==> src/hw/rtl/ffra_pkg.sv <==
package ffra_pkg;

    // Default table depth
    localparam int unsigned MAX_RANGES_DEF = 16;

    // Field widths
    localparam int unsigned DATA_W   = 32;
    localparam int unsigned ENTRY_W  = 2 * DATA_W;
    localparam int unsigned STATUS_W = 2;

    // Operation codes
    localparam logic FUNC_ALLOC = 1'b0;
    localparam logic FUNC_FREE  = 1'b1;

    // Result status codes
    localparam logic [STATUS_W-1:0] ST_OK        = 2'd0;
    localparam logic [STATUS_W-1:0] ST_FULL      = 2'd1;
    localparam logic [STATUS_W-1:0] ST_END       = 2'd2;
    localparam logic [STATUS_W-1:0] ST_NOT_FOUND = 2'd3;

    // Controller states
    typedef enum logic [2:0] {
        S_IDLE,
        S_SCAN,
        S_CHECK,
        S_SHIFT,
        S_COMMIT,
        S_FINISH
    } ffra_state_t;

    // Commands from controller to datapath
    typedef struct packed {
        logic load;
        logic scan;
        logic check;
        logic shift;
        logic commit;
        logic finish;
    } ffra_cmd_t;

    // Status from datapath to controller
    typedef struct packed {
        logic full_alloc;
        logic scan_done;
        logic skip;
        logic shift_done;
        logic out_free;
    } ffra_stat_t;

endpackage

==> src/hw/rtl/ffra_ram.sv <==
module ffra_ram #(
    parameter int unsigned WIDTH = 64,
    parameter int unsigned DEPTH = 16
) (
    input  logic                     clk,
    input  logic                     we,
    input  logic [$clog2(DEPTH)-1:0] waddr,
    input  logic [WIDTH-1:0]         wdata,
    input  logic                     re,
    input  logic [$clog2(DEPTH)-1:0] raddr,
    output logic [WIDTH-1:0]         rdata
);

    logic [WIDTH-1:0] mem [DEPTH];

    // Write port
    always_ff @(posedge clk)
    begin
        if (we)
        begin
            mem[waddr] <= wdata;
        end
    end

    // Registered read port
    always_ff @(posedge clk)
    begin
        if (re)
        begin
            rdata <= mem[raddr];
        end
    end

endmodule

==> src/hw/rtl/ffra_ctrl.sv <==
module ffra_ctrl (
    input  logic                clk,
    input  logic                rst_n,
    input  logic                in_valid,
    output logic                in_ready,
    output ffra_pkg::ffra_cmd_t cmd,
    input  ffra_pkg::ffra_stat_t st
);

    import ffra_pkg::*;

    ffra_state_t state_reg;
    ffra_state_t state_next;

    // State register
    always_ff @(posedge clk or negedge rst_n)
    begin
        if (!rst_n)
        begin
            state_reg <= S_IDLE;
        end
        else
        begin
            state_reg <= state_next;
        end
    end

    // Next state
    always_comb
    begin
        state_next = state_reg;
        unique case (state_reg)
            S_IDLE:
            begin
                if (in_valid)
                begin
                    state_next = S_SCAN;
                end
            end
            S_SCAN:
            begin
                priority if (st.full_alloc)
                begin
                    state_next = S_FINISH;
                end
                else if (st.scan_done)
                begin
                    state_next = S_CHECK;
                end
            end
            S_CHECK:
            begin
                state_next = S_SHIFT;
            end
            S_SHIFT:
            begin
                priority if (st.skip)
                begin
                    state_next = S_FINISH;
                end
                else if (st.shift_done)
                begin
                    state_next = S_COMMIT;
                end
            end
            S_COMMIT:
            begin
                state_next = S_FINISH;
            end
            S_FINISH:
            begin
                if (st.out_free)
                begin
                    state_next = S_IDLE;
                end
            end
            default:
            begin
                state_next = S_IDLE;
            end
        endcase
    end

    // Outputs
    always_comb
    begin
        cmd      = '0;
        in_ready = 1'b0;
        unique case (state_reg)
            S_IDLE:
            begin
                in_ready = 1'b1;
                cmd.load = in_valid;
            end
            S_SCAN:   cmd.scan   = 1'b1;
            S_CHECK:  cmd.check  = 1'b1;
            S_SHIFT:  cmd.shift  = 1'b1;
            S_COMMIT: cmd.commit = 1'b1;
            S_FINISH: cmd.finish = 1'b1;
            default:  cmd        = '0;
        endcase
    end

endmodule

==> src/hw/rtl/ffra_dp.sv <==
module ffra_dp #(
    parameter int unsigned MAX_RANGES = ffra_pkg::MAX_RANGES_DEF
) (
    input  logic                          clk,
    input  logic                          rst_n,
    input  ffra_pkg::ffra_cmd_t           cmd,
    output ffra_pkg::ffra_stat_t          st,
    input  logic                          func,
    input  logic [ffra_pkg::DATA_W-1:0]   req_size,
    input  logic [ffra_pkg::DATA_W-1:0]   free_offset,
    output logic                          out_valid,
    input  logic                          out_ready,
    output logic [ffra_pkg::DATA_W-1:0]   alloc_offset,
    output logic [ffra_pkg::STATUS_W-1:0] status
);

    import ffra_pkg::*;

    localparam int unsigned CW = $clog2(MAX_RANGES + 1);
    localparam int unsigned AW = $clog2(MAX_RANGES);

    // Control registers
    logic [CW-1:0] count_reg, count_next;
    logic [CW-1:0] ptr_reg, ptr_next;
    logic          dv_reg, dv_next;
    logic          found_reg, found_next;
    logic          skip_reg, skip_next;
    logic          end_err_reg, end_err_next;
    logic          full_hit_reg, full_hit_next;
    logic          out_valid_reg, out_valid_next;

    // Payload registers
    logic                func_reg, func_next;
    logic [DATA_W-1:0]   size_reg, size_next;
    logic [DATA_W-1:0]   key_reg, key_next;
    logic [CW-1:0]       didx_reg, didx_next;
    logic [DATA_W:0]     prev_end_reg, prev_end_next;
    logic [DATA_W-1:0]   prev_start_reg, prev_start_next;
    logic [DATA_W:0]     place_reg, place_next;
    logic [CW-1:0]       pos_reg, pos_next;
    logic                dup_reg, dup_next;
    logic [DATA_W-1:0]   alloc_offset_reg, alloc_offset_next;
    logic [STATUS_W-1:0] status_reg, status_next;

    // Table memory
    logic               ram_we;
    logic [AW-1:0]      ram_waddr;
    logic [ENTRY_W-1:0] ram_wdata;
    logic               ram_re;
    logic [AW-1:0]      ram_raddr;
    logic [ENTRY_W-1:0] ram_rdata;

    ffra_ram #(
        .WIDTH (ENTRY_W),
        .DEPTH (MAX_RANGES)
    ) u_table (
        .clk   (clk),
        .we    (ram_we),
        .waddr (ram_waddr),
        .wdata (ram_wdata),
        .re    (ram_re),
        .raddr (ram_raddr),
        .rdata (ram_rdata)
    );

    // Entry under test and gap arithmetic
    logic [DATA_W-1:0] ent_start;
    logic [DATA_W-1:0] ent_len;
    logic [DATA_W:0]   ent_end;
    logic [DATA_W+1:0] gap_diff;
    logic              first_ent;
    logic              fit;
    logic [DATA_W:0]   cand;
    logic              cand_dup;

    assign ent_start = ram_rdata[ENTRY_W-1:DATA_W];
    assign ent_len   = ram_rdata[DATA_W-1:0];
    assign ent_end   = {1'b0, ent_start} + {1'b0, ent_len};
    assign gap_diff  = {2'b00, ent_start} - {1'b0, prev_end_reg};
    assign first_ent = (didx_reg == '0);
    assign fit       = first_ent ? (ent_start >= size_reg)
                                 : (!gap_diff[DATA_W+1] &&
                                    (gap_diff[DATA_W:0] >= {1'b0, size_reg}));
    assign cand      = first_ent ? '0 : prev_end_reg;
    assign cand_dup  = ({1'b0, ent_start} == cand) ||
                       (!first_ent && ({1'b0, prev_start_reg} == cand));

    // Final placement: the found gap, or after the last range when the scan ran off the end of the table
    logic [DATA_W:0]   place_fin;
    logic              dup_fin;
    logic [CW-1:0]     pos_fin;
    logic [DATA_W+1:0] end_sum;
    logic              end_err_fin;

    assign place_fin   = found_reg ? place_reg
                                   : ((count_reg == '0) ? '0 : prev_end_reg);
    assign dup_fin     = found_reg ? dup_reg
                                   : ((count_reg != '0) &&
                                      ({1'b0, prev_start_reg} == prev_end_reg));
    assign pos_fin     = found_reg ? pos_reg : count_reg;
    assign end_sum     = {1'b0, place_fin} + {2'b00, size_reg};
    assign end_err_fin = place_fin[DATA_W] ||
                         (end_sum > {2'b01, {DATA_W{1'b0}}});

    // Index helpers
    logic [CW-1:0] ptr_inc, ptr_dec, idx_inc, idx_dec, pos_inc;

    assign ptr_inc = ptr_reg + 1'b1;
    assign ptr_dec = ptr_reg - 1'b1;
    assign idx_inc = didx_reg + 1'b1;
    assign idx_dec = didx_reg - 1'b1;
    assign pos_inc = pos_reg + 1'b1;

    // Status to controller
    logic full;

    assign full          = (count_reg == CW'(MAX_RANGES));
    assign st.full_alloc = (func_reg == FUNC_ALLOC) && full;
    assign st.scan_done  = found_reg || ((ptr_reg == count_reg) && !dv_reg);
    assign st.skip       = skip_reg;
    assign st.shift_done = skip_reg ||
                           (!dv_reg && ((func_reg == FUNC_ALLOC) ? (ptr_reg == pos_reg)
                                                                 : (ptr_reg == count_reg)));
    assign st.out_free   = !out_valid_reg || out_ready;

    // Next-state logic of the datapath
    always_comb
    begin
        count_next        = count_reg;
        ptr_next          = ptr_reg;
        dv_next           = dv_reg;
        found_next        = found_reg;
        skip_next         = skip_reg;
        end_err_next      = end_err_reg;
        full_hit_next     = full_hit_reg;
        out_valid_next    = out_valid_reg;
        func_next         = func_reg;
        size_next         = size_reg;
        key_next          = key_reg;
        didx_next         = didx_reg;
        prev_end_next     = prev_end_reg;
        prev_start_next   = prev_start_reg;
        place_next        = place_reg;
        pos_next          = pos_reg;
        dup_next          = dup_reg;
        alloc_offset_next = alloc_offset_reg;
        status_next       = status_reg;
        ram_we            = 1'b0;
        ram_waddr         = '0;
        ram_wdata         = ram_rdata;
        ram_re            = 1'b0;
        ram_raddr         = '0;

        // Capture the transaction and note a full table before any commit
        if (cmd.load)
        begin
            func_next     = func;
            size_next     = req_size;
            key_next      = free_offset;
            ptr_next      = '0;
            dv_next       = 1'b0;
            found_next    = 1'b0;
            end_err_next  = 1'b0;
            skip_next     = 1'b0;
            full_hit_next = (func == FUNC_ALLOC) && full;
        end

        // Walk the table in offset order, one read per cycle
        if (cmd.scan)
        begin
            dv_next = 1'b0;
            if (!found_reg && (ptr_reg != count_reg))
            begin
                ram_re    = 1'b1;
                ram_raddr = ptr_reg[AW-1:0];
                ptr_next  = ptr_inc;
                dv_next   = 1'b1;
                didx_next = ptr_reg;
            end
            if (dv_reg && !found_reg)
            begin
                if (func_reg == FUNC_ALLOC)
                begin
                    if (fit)
                    begin
                        found_next = 1'b1;
                        place_next = cand;
                        pos_next   = didx_reg;
                        dup_next   = cand_dup;
                    end
                    else
                    begin
                        prev_end_next   = ent_end;
                        prev_start_next = ent_start;
                    end
                end
                else if (ent_start == key_reg)
                begin
                    found_next = 1'b1;
                    pos_next   = didx_reg;
                end
            end
        end

        // Settle placement, range check and shift start
        if (cmd.check)
        begin
            dv_next = 1'b0;
            if (func_reg == FUNC_ALLOC)
            begin
                place_next   = place_fin;
                pos_next     = pos_fin;
                dup_next     = dup_fin;
                end_err_next = end_err_fin;
                skip_next    = end_err_fin || dup_fin;
                ptr_next     = count_reg;
            end
            else
            begin
                skip_next = !found_reg;
                ptr_next  = pos_inc;
            end
        end

        // Move entries up (allocate) or down (free), one per cycle
        if (cmd.shift && !skip_reg)
        begin
            dv_next = 1'b0;
            if (func_reg == FUNC_ALLOC)
            begin
                if (ptr_reg != pos_reg)
                begin
                    ram_re    = 1'b1;
                    ram_raddr = ptr_dec[AW-1:0];
                    ptr_next  = ptr_dec;
                    dv_next   = 1'b1;
                    didx_next = ptr_dec;
                end
                if (dv_reg)
                begin
                    ram_we    = 1'b1;
                    ram_waddr = idx_inc[AW-1:0];
                end
            end
            else
            begin
                if (ptr_reg != count_reg)
                begin
                    ram_re    = 1'b1;
                    ram_raddr = ptr_reg[AW-1:0];
                    ptr_next  = ptr_inc;
                    dv_next   = 1'b1;
                    didx_next = ptr_reg;
                end
                if (dv_reg)
                begin
                    ram_we    = 1'b1;
                    ram_waddr = idx_dec[AW-1:0];
                end
            end
        end

        // Store the new range or drop the freed one
        if (cmd.commit)
        begin
            if (func_reg == FUNC_ALLOC)
            begin
                ram_we     = 1'b1;
                ram_waddr  = pos_reg[AW-1:0];
                ram_wdata  = {place_reg[DATA_W-1:0], size_reg};
                count_next = count_reg + 1'b1;
            end
            else
            begin
                count_next = count_reg - 1'b1;
            end
        end

        // Output register
        if (out_ready)
        begin
            out_valid_next = 1'b0;
        end
        if (cmd.finish && st.out_free)
        begin
            out_valid_next    = 1'b1;
            alloc_offset_next = '0;
            priority if (func_reg == FUNC_FREE)
            begin
                status_next = found_reg ? ST_OK : ST_NOT_FOUND;
            end
            else if (full_hit_reg)
            begin
                status_next = ST_FULL;
            end
            else if (end_err_reg)
            begin
                status_next = ST_END;
            end
            else
            begin
                status_next       = ST_OK;
                alloc_offset_next = place_reg[DATA_W-1:0];
            end
        end
    end

    // Control registers
    always_ff @(posedge clk or negedge rst_n)
    begin
        if (!rst_n)
        begin
            count_reg     <= '0;
            ptr_reg       <= '0;
            dv_reg        <= 1'b0;
            found_reg     <= 1'b0;
            skip_reg      <= 1'b0;
            end_err_reg   <= 1'b0;
            full_hit_reg  <= 1'b0;
            out_valid_reg <= 1'b0;
        end
        else
        begin
            count_reg     <= count_next;
            ptr_reg       <= ptr_next;
            dv_reg        <= dv_next;
            found_reg     <= found_next;
            skip_reg      <= skip_next;
            end_err_reg   <= end_err_next;
            full_hit_reg  <= full_hit_next;
            out_valid_reg <= out_valid_next;
        end
    end

    // Payload registers
    always_ff @(posedge clk)
    begin
        func_reg         <= func_next;
        size_reg         <= size_next;
        key_reg          <= key_next;
        didx_reg         <= didx_next;
        prev_end_reg     <= prev_end_next;
        prev_start_reg   <= prev_start_next;
        place_reg        <= place_next;
        pos_reg          <= pos_next;
        dup_reg          <= dup_next;
        alloc_offset_reg <= alloc_offset_next;
        status_reg       <= status_next;
    end

    assign out_valid    = out_valid_reg;
    assign alloc_offset = alloc_offset_reg;
    assign status       = status_reg;

    // The table never holds more than its depth
    a_count_bound: assert property (@(posedge clk) disable iff (!rst_n)
        count_reg <= CW'(MAX_RANGES))
        else $error("range count beyond table depth");

    // A nonzero offset is only ever reported with a good status
    a_offset_ok: assert property (@(posedge clk) disable iff (!rst_n)
        (out_valid_reg && (alloc_offset_reg != '0)) |-> (status_reg == ST_OK))
        else $error("offset reported with error status");

    // A committed allocation grows the table by one entry
    a_commit_grow: assert property (@(posedge clk) disable iff (!rst_n)
        (cmd.commit && (func_reg == FUNC_ALLOC)) |=>
            (count_reg == CW'($past(count_reg) + 1'b1)))
        else $error("allocation commit did not grow table");

    // The table is written only while shifting or committing
    a_write_phase: assert property (@(posedge clk) disable iff (!rst_n)
        ram_we |-> (cmd.shift || cmd.commit))
        else $error("table write outside shift or commit");

endmodule

==> src/hw/rtl/first_fit_range_allocator_top.sv <==
// First-fit range allocator. Keeps up to MAX_RANGES allocated ranges sorted by
// start offset in a single table memory. An allocate transaction (func 0)
// places req_size in the first gap, including the gap before the first range,
// that is at least as large, or else after the last range, and returns the
// offset; a free transaction (func 1) removes the range that starts at
// free_offset. Every transaction yields one result with a status: 0 ok,
// 1 table full, 2 range would pass the 32-bit end, 3 free offset not found.
// One transaction is processed at a time: the table is walked one entry per
// cycle through the memory's single read port up to the chosen slot, then the
// entries past it are moved one per cycle to open or close the slot. The
// result sits in an output register, so the next transaction can be accepted
// in the cycle after the result is registered, while the result waits to be
// taken.
module first_fit_range_allocator_top #(
    parameter int unsigned MAX_RANGES = ffra_pkg::MAX_RANGES_DEF
) (
    input  logic                          clk,
    input  logic                          rst_n,
    input  logic                          in_valid,
    output logic                          in_ready,
    input  logic                          func,
    input  logic [ffra_pkg::DATA_W-1:0]   req_size,
    input  logic [ffra_pkg::DATA_W-1:0]   free_offset,
    output logic                          out_valid,
    input  logic                          out_ready,
    output logic [ffra_pkg::DATA_W-1:0]   alloc_offset,
    output logic [ffra_pkg::STATUS_W-1:0] status
);

    import ffra_pkg::*;

    ffra_cmd_t  cmd;
    ffra_stat_t st;

    // Sequencer
    ffra_ctrl u_ctrl (
        .clk      (clk),
        .rst_n    (rst_n),
        .in_valid (in_valid),
        .in_ready (in_ready),
        .cmd      (cmd),
        .st       (st)
    );

    // Table, scan and output datapath
    ffra_dp #(
        .MAX_RANGES (MAX_RANGES)
    ) u_dp (
        .clk          (clk),
        .rst_n        (rst_n),
        .cmd          (cmd),
        .st           (st),
        .func         (func),
        .req_size     (req_size),
        .free_offset  (free_offset),
        .out_valid    (out_valid),
        .out_ready    (out_ready),
        .alloc_offset (alloc_offset),
        .status       (status)
    );

endmodule
==> config.mk <==
export PLATFORM = sky130hd
export DESIGN_NAME = first_fit_range_allocator_top
export DESIGN_NICKNAME = d
export VERILOG_FILES = /design/src/hw/rtl/ffra_pkg.sv /design/src/hw/rtl/ffra_ram.sv /design/src/hw/rtl/ffra_ctrl.sv /design/src/hw/rtl/ffra_dp.sv /design/src/hw/rtl/first_fit_range_allocator_top.sv
export SDC_FILE = /design/constraint.sdc
export NUM_CORES = 2
export LEC_CHECK = 0
export BUFFER_PORTS_ARGS = -buffer_cell sky130_fd_sc_hd__buf_2
export CAP_MARGIN = 20
export CORE_UTILIZATION = 55
export DETAILED_ROUTE_END_ITERATION = 7
export PLACE_DENSITY = 0.71
export SLEW_MARGIN = 10
export SYNTH_ARGS = -nofsm -noshare
export SYNTH_HDL_FRONTEND = slang
export SYNTH_SLANG_ARGS = --single-unit
==> constraint.sdc <==
create_clock -name clk -period 16.57 [get_ports clk]
set_input_delay 2.4855 -clock clk [delete_from_list [all_inputs] [get_ports clk]]
set_output_delay 2.4855 -clock clk [all_outputs]
set_load 0.03 [all_outputs]
; ---- Word level (Yosys, flattened, before mapping)
; Memory sizes are Yosys's and may differ from the RTL's. A register that Yosys moved wholly into a read port is not among the register bits.
; Index checks and enable logic that the tools add are counted.
[op_classes]
add_sub_neg = 10
order_cmp = 3
n_eq_ne = 19
muxes = 106
n_bitwise = 3
n_reduce_logical = 33
[op_table]
columns = op, count
row1 = $mux 33, 9
row2 = $mux 64, 2
row3 = $mux 5, 24
row4 = $eq 32x33->1, 3
row5 = $mux 1, 48
row6 = $mux 4, 12
row7 = $add 33x32->34, 1
row8 = $gt 34x33->1 const B, 1
row9 = $sub 32x33->34, 1
row10 = $add 32x32->33, 1
row11 = $ge 33x32->1, 1
row12 = $eq 32x32->1, 1
row13 = $ge 32x32->1, 1
row14 = $mux 3, 6
row15 = $pmux 3 s6, 1
row16 = $add 5x1->5 const B, 3
row17 = $logic_and 1x1->1, 11
row18 = $eq 5x5->1, 2
row19 = $logic_not 5->1, 2
row20 = $ne 5x5->1, 2
row21 = $sub 5x1->5 const B, 2
row22 = $mux 2, 4
row23 = $reduce_and 4->1, 2
row24 = $eq 3x2->1 const B, 2
row25 = 17 further kinds, 32
[word_totals]
register_bits = 227
mem_bits_rw = 1024
input_bits = 69
out_inout_bits = 36
wordCells = 195
memories = 1
[mem_list]
columns = memory, depth, width, rd, rd_ports_with_merged_regs, write_ports, line
row1 = u_dp.u_table.mem, 16, 64, 1, 1, 1, ffra_ram.sv:14  ; logic [WIDTH-1:0] mem [DEPTH];

; ---- Logic depth before layout (Yosys ltp)
[depth]
word_depth = 11
depth_mapped = 27
mapped_depth_nobuf = 25

; ---- By module
; Synthesis repeated with hierarchy kept, for this count alone.
[hier_totals]
cells_unflattened = 3668
hier_area_um2 = 58363.5
[modules_own_cells]
columns = mod, instances, cells_per_inst, area_per_inst_um2, seq_area_each_um2
row1 = ffra_ram, 1, 1647, 40223.6, 32671.3
row2 = ffra_dp, 1, 1990, 17877.1, 6256.0
row3 = ffra_ctrl, 1, 31, 262.8, 75.1

; ---- Least setup slack after synthesis
; No wires, ideal clock.
[synth_path]
path_type = register to register
start = reg u_dp.u_table.rdata[32], read port of u_dp.u_table.mem
end = reg u_dp.prev_end_reg[0], enable pin
setup_time_ps = 496
arrival_time_ps = 7634
t_required_ps = 16074
path_slack_ps = 8440
stages_incl_launch_ff = 25
path_cell_list = edfxtp_1 -> inv_1 -> ha_1 -> fa_1 -> nand2b_1 -> a21oi_1 -> o21ai_1 -> a211oi_1 -> or2_2 -> nand2_1 -> o21ai_0 -> a21o_1 -> a21oi_1 -> xnor2_1 -> ha_1 -> a21o_1 -> a21o_1 -> a21o_1 -> a2111oi_0 -> o32a_1 -> o31a_1 -> o41ai_1 -> a31oi_4 -> clkbuf_1 -> nor2b_1
[synth_between]
elab_chain_cells = 6
elab_cells_between_ends = 8
[synth_rtl]
columns = element, line
row1 = start: declaration, ffra_ram.sv:11  ; output logic [WIDTH-1:0] rdata
row2 = $sub 32x33->34, ffra_dp.sv:79  ; assign gap_diff = {2'b00, ent_start} - {1'b0, prev_end_reg};
row3 = $ge 33x32->1 or $logic_not 1->1 (tied branches), "ffra_dp.sv:83, ffra_dp.sv:82"
row4 = $logic_and 1x1->1, ffra_dp.sv:82  ; : (!gap_diff[DATA_W+1] &&
row5 = $mux 1 (*), ffra_dp.sv:81  ; assign fit = first_ent ? (ent_start >= size_reg)
row6 = $not 1->1 (no line) (*), n/a
row7 = $reduce_and 4->1 (no line) (*), n/a
row8 = end signal: assignment, ffra_dp.sv:342  ; prev_end_reg <= prev_end_next;
row9 = end: declaration, ffra_dp.sv:37  ; logic [DATA_W:0] prev_end_reg, prev_end_next;
; Every way passes the cells marked *; elsewhere a longest branch is shown, timed or not.
; A chain may end at the register's enable or synchronous reset.

; ---- Final worst setup path
[layout_path]
start = reg u_dp.u_table.rdata[32], read port of u_dp.u_table.mem
end = reg u_dp.prev_start_reg[27], enable pin
[layout_between]
elab_chain_cells = 6
elab_cells_between_ends = 8
[layout_rtl]
columns = element, line
row1 = $sub 32x33->34, ffra_dp.sv:79
row2 = $ge 33x32->1 or $logic_not 1->1 (tied branches), "ffra_dp.sv:83, ffra_dp.sv:82"
row3 = $logic_and 1x1->1, ffra_dp.sv:82
row4 = $mux 1 (*), ffra_dp.sv:81
row5 = $not 1->1 (no line) (*), n/a
row6 = $reduce_and 4->1 (no line) (*), n/a
row7 = end signal: assignment, ffra_dp.sv:343  ; prev_start_reg <= prev_start_next;
row8 = end: declaration, ffra_dp.sv:38  ; logic [DATA_W-1:0] prev_start_reg, prev_start_next;
; Marks and branches as above.

==> impl_metrics.sql <==
INSERT INTO impl_metrics (metric_group, metric, value, unit) VALUES
('status', 'status', 'complete, no violations', ''),
('timing', 'worst_clock_skew', '24.9', 'ps'),
('routing', 'antenna_left', '0', ''),
('setup_path', 'critPathRequiredTime', '16950', 'ps'),
('clocking', 'numClockSinks', '1315', ''),
('timing', 'final_hold_viol_count', '0', ''),
('setup_path', 'worst_r2r_setup_slack', '8880', 'ps'),
('synthesis', 'yosysWarnings', '0', ''),
('clocking', 'clk_latency', '750', 'ps'),
('cells_and_area', 'post-route-util', '0.616', ''),
('grt', 'gr-usage-met1', '0.445', ''),
('clocking', 'cts.hold.buffers_added', '0', ''),
('worst_hold_path', 'whs_endpoint', 'u_dp.place_reg[32]', ''),
('placed_design', 'post-dp-hpwl', '108000', 'um'),
('power', 'static_leakage', '22.8', 'nW'),
('setup_path', 'critical_path.reg2reg.startpoint', 'u_dp.u_table.rdata[32]', ''),
('routing', 'drc', '0', ''),
('synthesis', 'net_count_after_synthesis', '4939', ''),
('timing', 'maxSlewViolCount', '0', ''),
('setup_path', 'critPathLaunchType', 'register', ''),
('worst_hold_path', 'min_delay_path_depth', '2', ''),
('routing', 'detailedRoute.firstIterationViolations', '5149', ''),
('clocking', 'cts_tree', 'yes', ''),
('setup_path', 'timing.setup.critical_path_class', 'register to register', ''),
('synthesis', 'async_reset_ff_frac', '0.0144', ''),
('cells_and_area', 'register_with_the_most_flip_flops', 'u_dp.u_table.mem', ''),
('placed_design', 'placement.cell_area', '62000', 'um2'),
('clocking', 'cts.root.buffer_cell', 'sky130_fd_sc_hd__clkbuf_16', ''),
('routing', 'vias', '40527', ''),
('floorplanning', 'die-width', '333', 'um'),
('routing', 'detail_route.wirelength', '176000', 'um'),
('cells_and_area', 'stdcell_area', '66400', 'um2'),
('worst_hold_path', 'hold_class', 'register to register', ''),
('synthesis', 'syn_inst', '4697', ''),
('timing', 'setup_tns', '0', 'ps'),
('synthesis', 'syn-cell-area', '60100', 'um2'),
('timing', 'timing.fmax', '130', 'MHz'),
('routing', 'drt-wirelength-per-cell', '28.2', 'um'),
('clocking', 'post_cts_buffers', '0', ''),
('placed_design', 'io_buffers', '104', ''),
('clocking', 'path_clk_slew', '60', 'ps'),
('floorplanning', 'num_io_pins', '105', ''),
('timing', 'layout_setup_ws', '8880', 'ps'),
('timing', 'final_cycle_utilization_of_the_critical_path', '0.464', ''),
('floorplanning', 'die_h', '333', 'um'),
('cells_and_area', 'reg.largest.list', 'u_dp.u_table.mem x1024, u_dp.u_table.rdata x64', ''),
('timing', 'fin_crit', '7690', 'ps'),
('synthesis', 'yosys-top-cells-count', 'sky130_fd_sc_hd__edfxtp_1 (1257), sky130_fd_sc_hd__nand2_1 (645), sky130_fd_sc_hd__a211oi_1 (334)', ''),
('grt', 'grt_ovf', '0', ''),
('synthesis', 'yosysMostFrequentCell', 'sky130_fd_sc_hd__edfxtp_1', ''),
('placed_design', 'globalplace.congestion', '1.01', ''),
('grt', 'use_met2', '0.478', ''),
('floorplanning', 'row_count', '120', ''),
('worst_hold_path', 'worst_hold_startpoint', 'u_dp.place_reg[32]', ''),
('timing', 'max_slew.worst_pin.slew', '1170', 'ps'),
('placed_design', 'placed_cells', '5998', ''),
('setup_path', 'crit_start', 'u_dp.u_table.rdata[32]', ''),
('power', 'p_per_area', '219', 'nW/um2'),
('routing', 'vias_per_cell', '6.49', ''),
('cells_and_area', 'final_layout_size_suffix_gt1_frac', '0.101', ''),
('cells_and_area', 'fin_cells', '6249', ''),
('placed_design', 'setup_slack_after_placement', '9190', 'ps'),
('synthesis', 'synth-main-ff-cell', 'sky130_fd_sc_hd__edfxtp_1', ''),
('cells_and_area', 'design.final.nets', '4977', ''),
('cells_and_area', 'fill_cells', '8140', ''),
('clocking', 'postCtsResizedCells', '0', ''),
('grt', 'grtUsageMet3', '0.0608', ''),
('clocking', 'cts-root-to-sink-buffers', '3', ''),
('clocking', 'cts_made_buffers', '138', ''),
('grt', 'pin_count_of_the_biggest_net_entering_global_routing', '203', ''),
('synthesis', 'synth_sequential_area_ratio', '0.649', '');
kinds of logic after synthesis:
| logic type | count (synthesis) | share of synthesized area |
|---|---|---|
| flops | 1315 | 0.649 |
| mux | 74 | 0.0136 |
| xor+xnor | 174 | 0.0253 |
| compound gates | 1267 | 0.144 |
| fa+ha+maj | 173 | 0.0365 |
| buf+inv | 390 | 0.0277 |
| simple gates | 1304 | 0.104 |
cells in the final DEF (no fill, tap or decap), types with 130 or more instances in the layout:
cell type,instances
sky130_fd_sc_hd__edfxtp_1,1257
sky130_fd_sc_hd__a311oi_1,130
sky130_fd_sc_hd__nand2_1,645
sky130_fd_sc_hd__xnor2_1,135
sky130_fd_sc_hd__a31oi_1,153
sky130_fd_sc_hd__a21oi_1,302
sky130_fd_sc_hd__and2_1,243
sky130_fd_sc_hd__a211oi_1,334
sky130_fd_sc_hd__clkbuf_16,140
sky130_fd_sc_hd__ha_1,169
critical path: stages, from the launching register on:
cell,delay [ps]
sky130_fd_sc_hd__edfxtp_1,490
sky130_fd_sc_hd__inv_1,130
sky130_fd_sc_hd__ha_1,270
sky130_fd_sc_hd__fa_1,430
sky130_fd_sc_hd__nand2b_1,170
sky130_fd_sc_hd__a21oi_1,210
sky130_fd_sc_hd__o21ai_1,150
sky130_fd_sc_hd__a211oi_1,410
sky130_fd_sc_hd__o2111ai_1,260
sky130_fd_sc_hd__a21boi_1,400
sky130_fd_sc_hd__o211ai_1,210
sky130_fd_sc_hd__mux2i_1,200
sky130_fd_sc_hd__o311a_1,170
sky130_fd_sc_hd__ha_1,240
sky130_fd_sc_hd__a211oi_1,260
sky130_fd_sc_hd__o21ai_0,210
sky130_fd_sc_hd__a2111oi_0,690
sky130_fd_sc_hd__o32a_1,230
sky130_fd_sc_hd__o31a_1,160
sky130_fd_sc_hd__o41ai_1,120
sky130_fd_sc_hd__a31oi_4,190
sky130_fd_sc_hd__buf_4,440
sky130_fd_sc_hd__nor2b_4,510
sky130_fd_sc_hd__buf_4,660
area by class of cell:
cell class | count | area, um2 | area share
flip-flops and latches | 1315 | 39000 | 0.588
multi-input cells | 2992 | 19700 | 0.296
clock buffers | 177 | 3670 | 0.0553
well taps | 1403 | 1760 | 0.0265
repair buffers | 180 | 1170 | 0.0176
clock inverters | 69 | 691 | 0.0104
inverters | 108 | 408 | 0.00615
diodes | 5 | 12.5 | 0.000189
worst max-delay path by stage:
| stage | end | cells after the start |
|---|---|---|
| floorplan | u_dp.prev_end_reg[0] | 24 |
| global placement | u_dp.prev_end_reg[23] | 23 |
| detailed placement | u_dp.prev_end_reg[29] | 23 |
| CTS | u_dp.prev_start_reg[8] | 23 |
| global route | u_dp.prev_end_reg[29] | 23 |
| finish | u_dp.prev_start_reg[27] | 23 |
metal layers:
layer | vias up | wire length [um]
li1 | 18032 | -
met1 | 19979 | 72400
met2 | 2107 | 79100
met3 | 405 | 16600
met4 | 4 | 8260
met5 | - | 44
power by group:
| part | leakage, nW | total, mW | switching (mW) | internal (mW) |
|---|---|---|---|---|
| clock | 2.11 | 3.00 | 1.29 | 1.70 |
| sequential | 11.9 | 5.10 | 0.475 | 4.62 |
| combinational | 8.73 | 6.41 | 4.29 | 2.12 |
| total | 22.8 | 14.5 | 6.06 | 8.44 |
(Power assumes the default switching activity.)
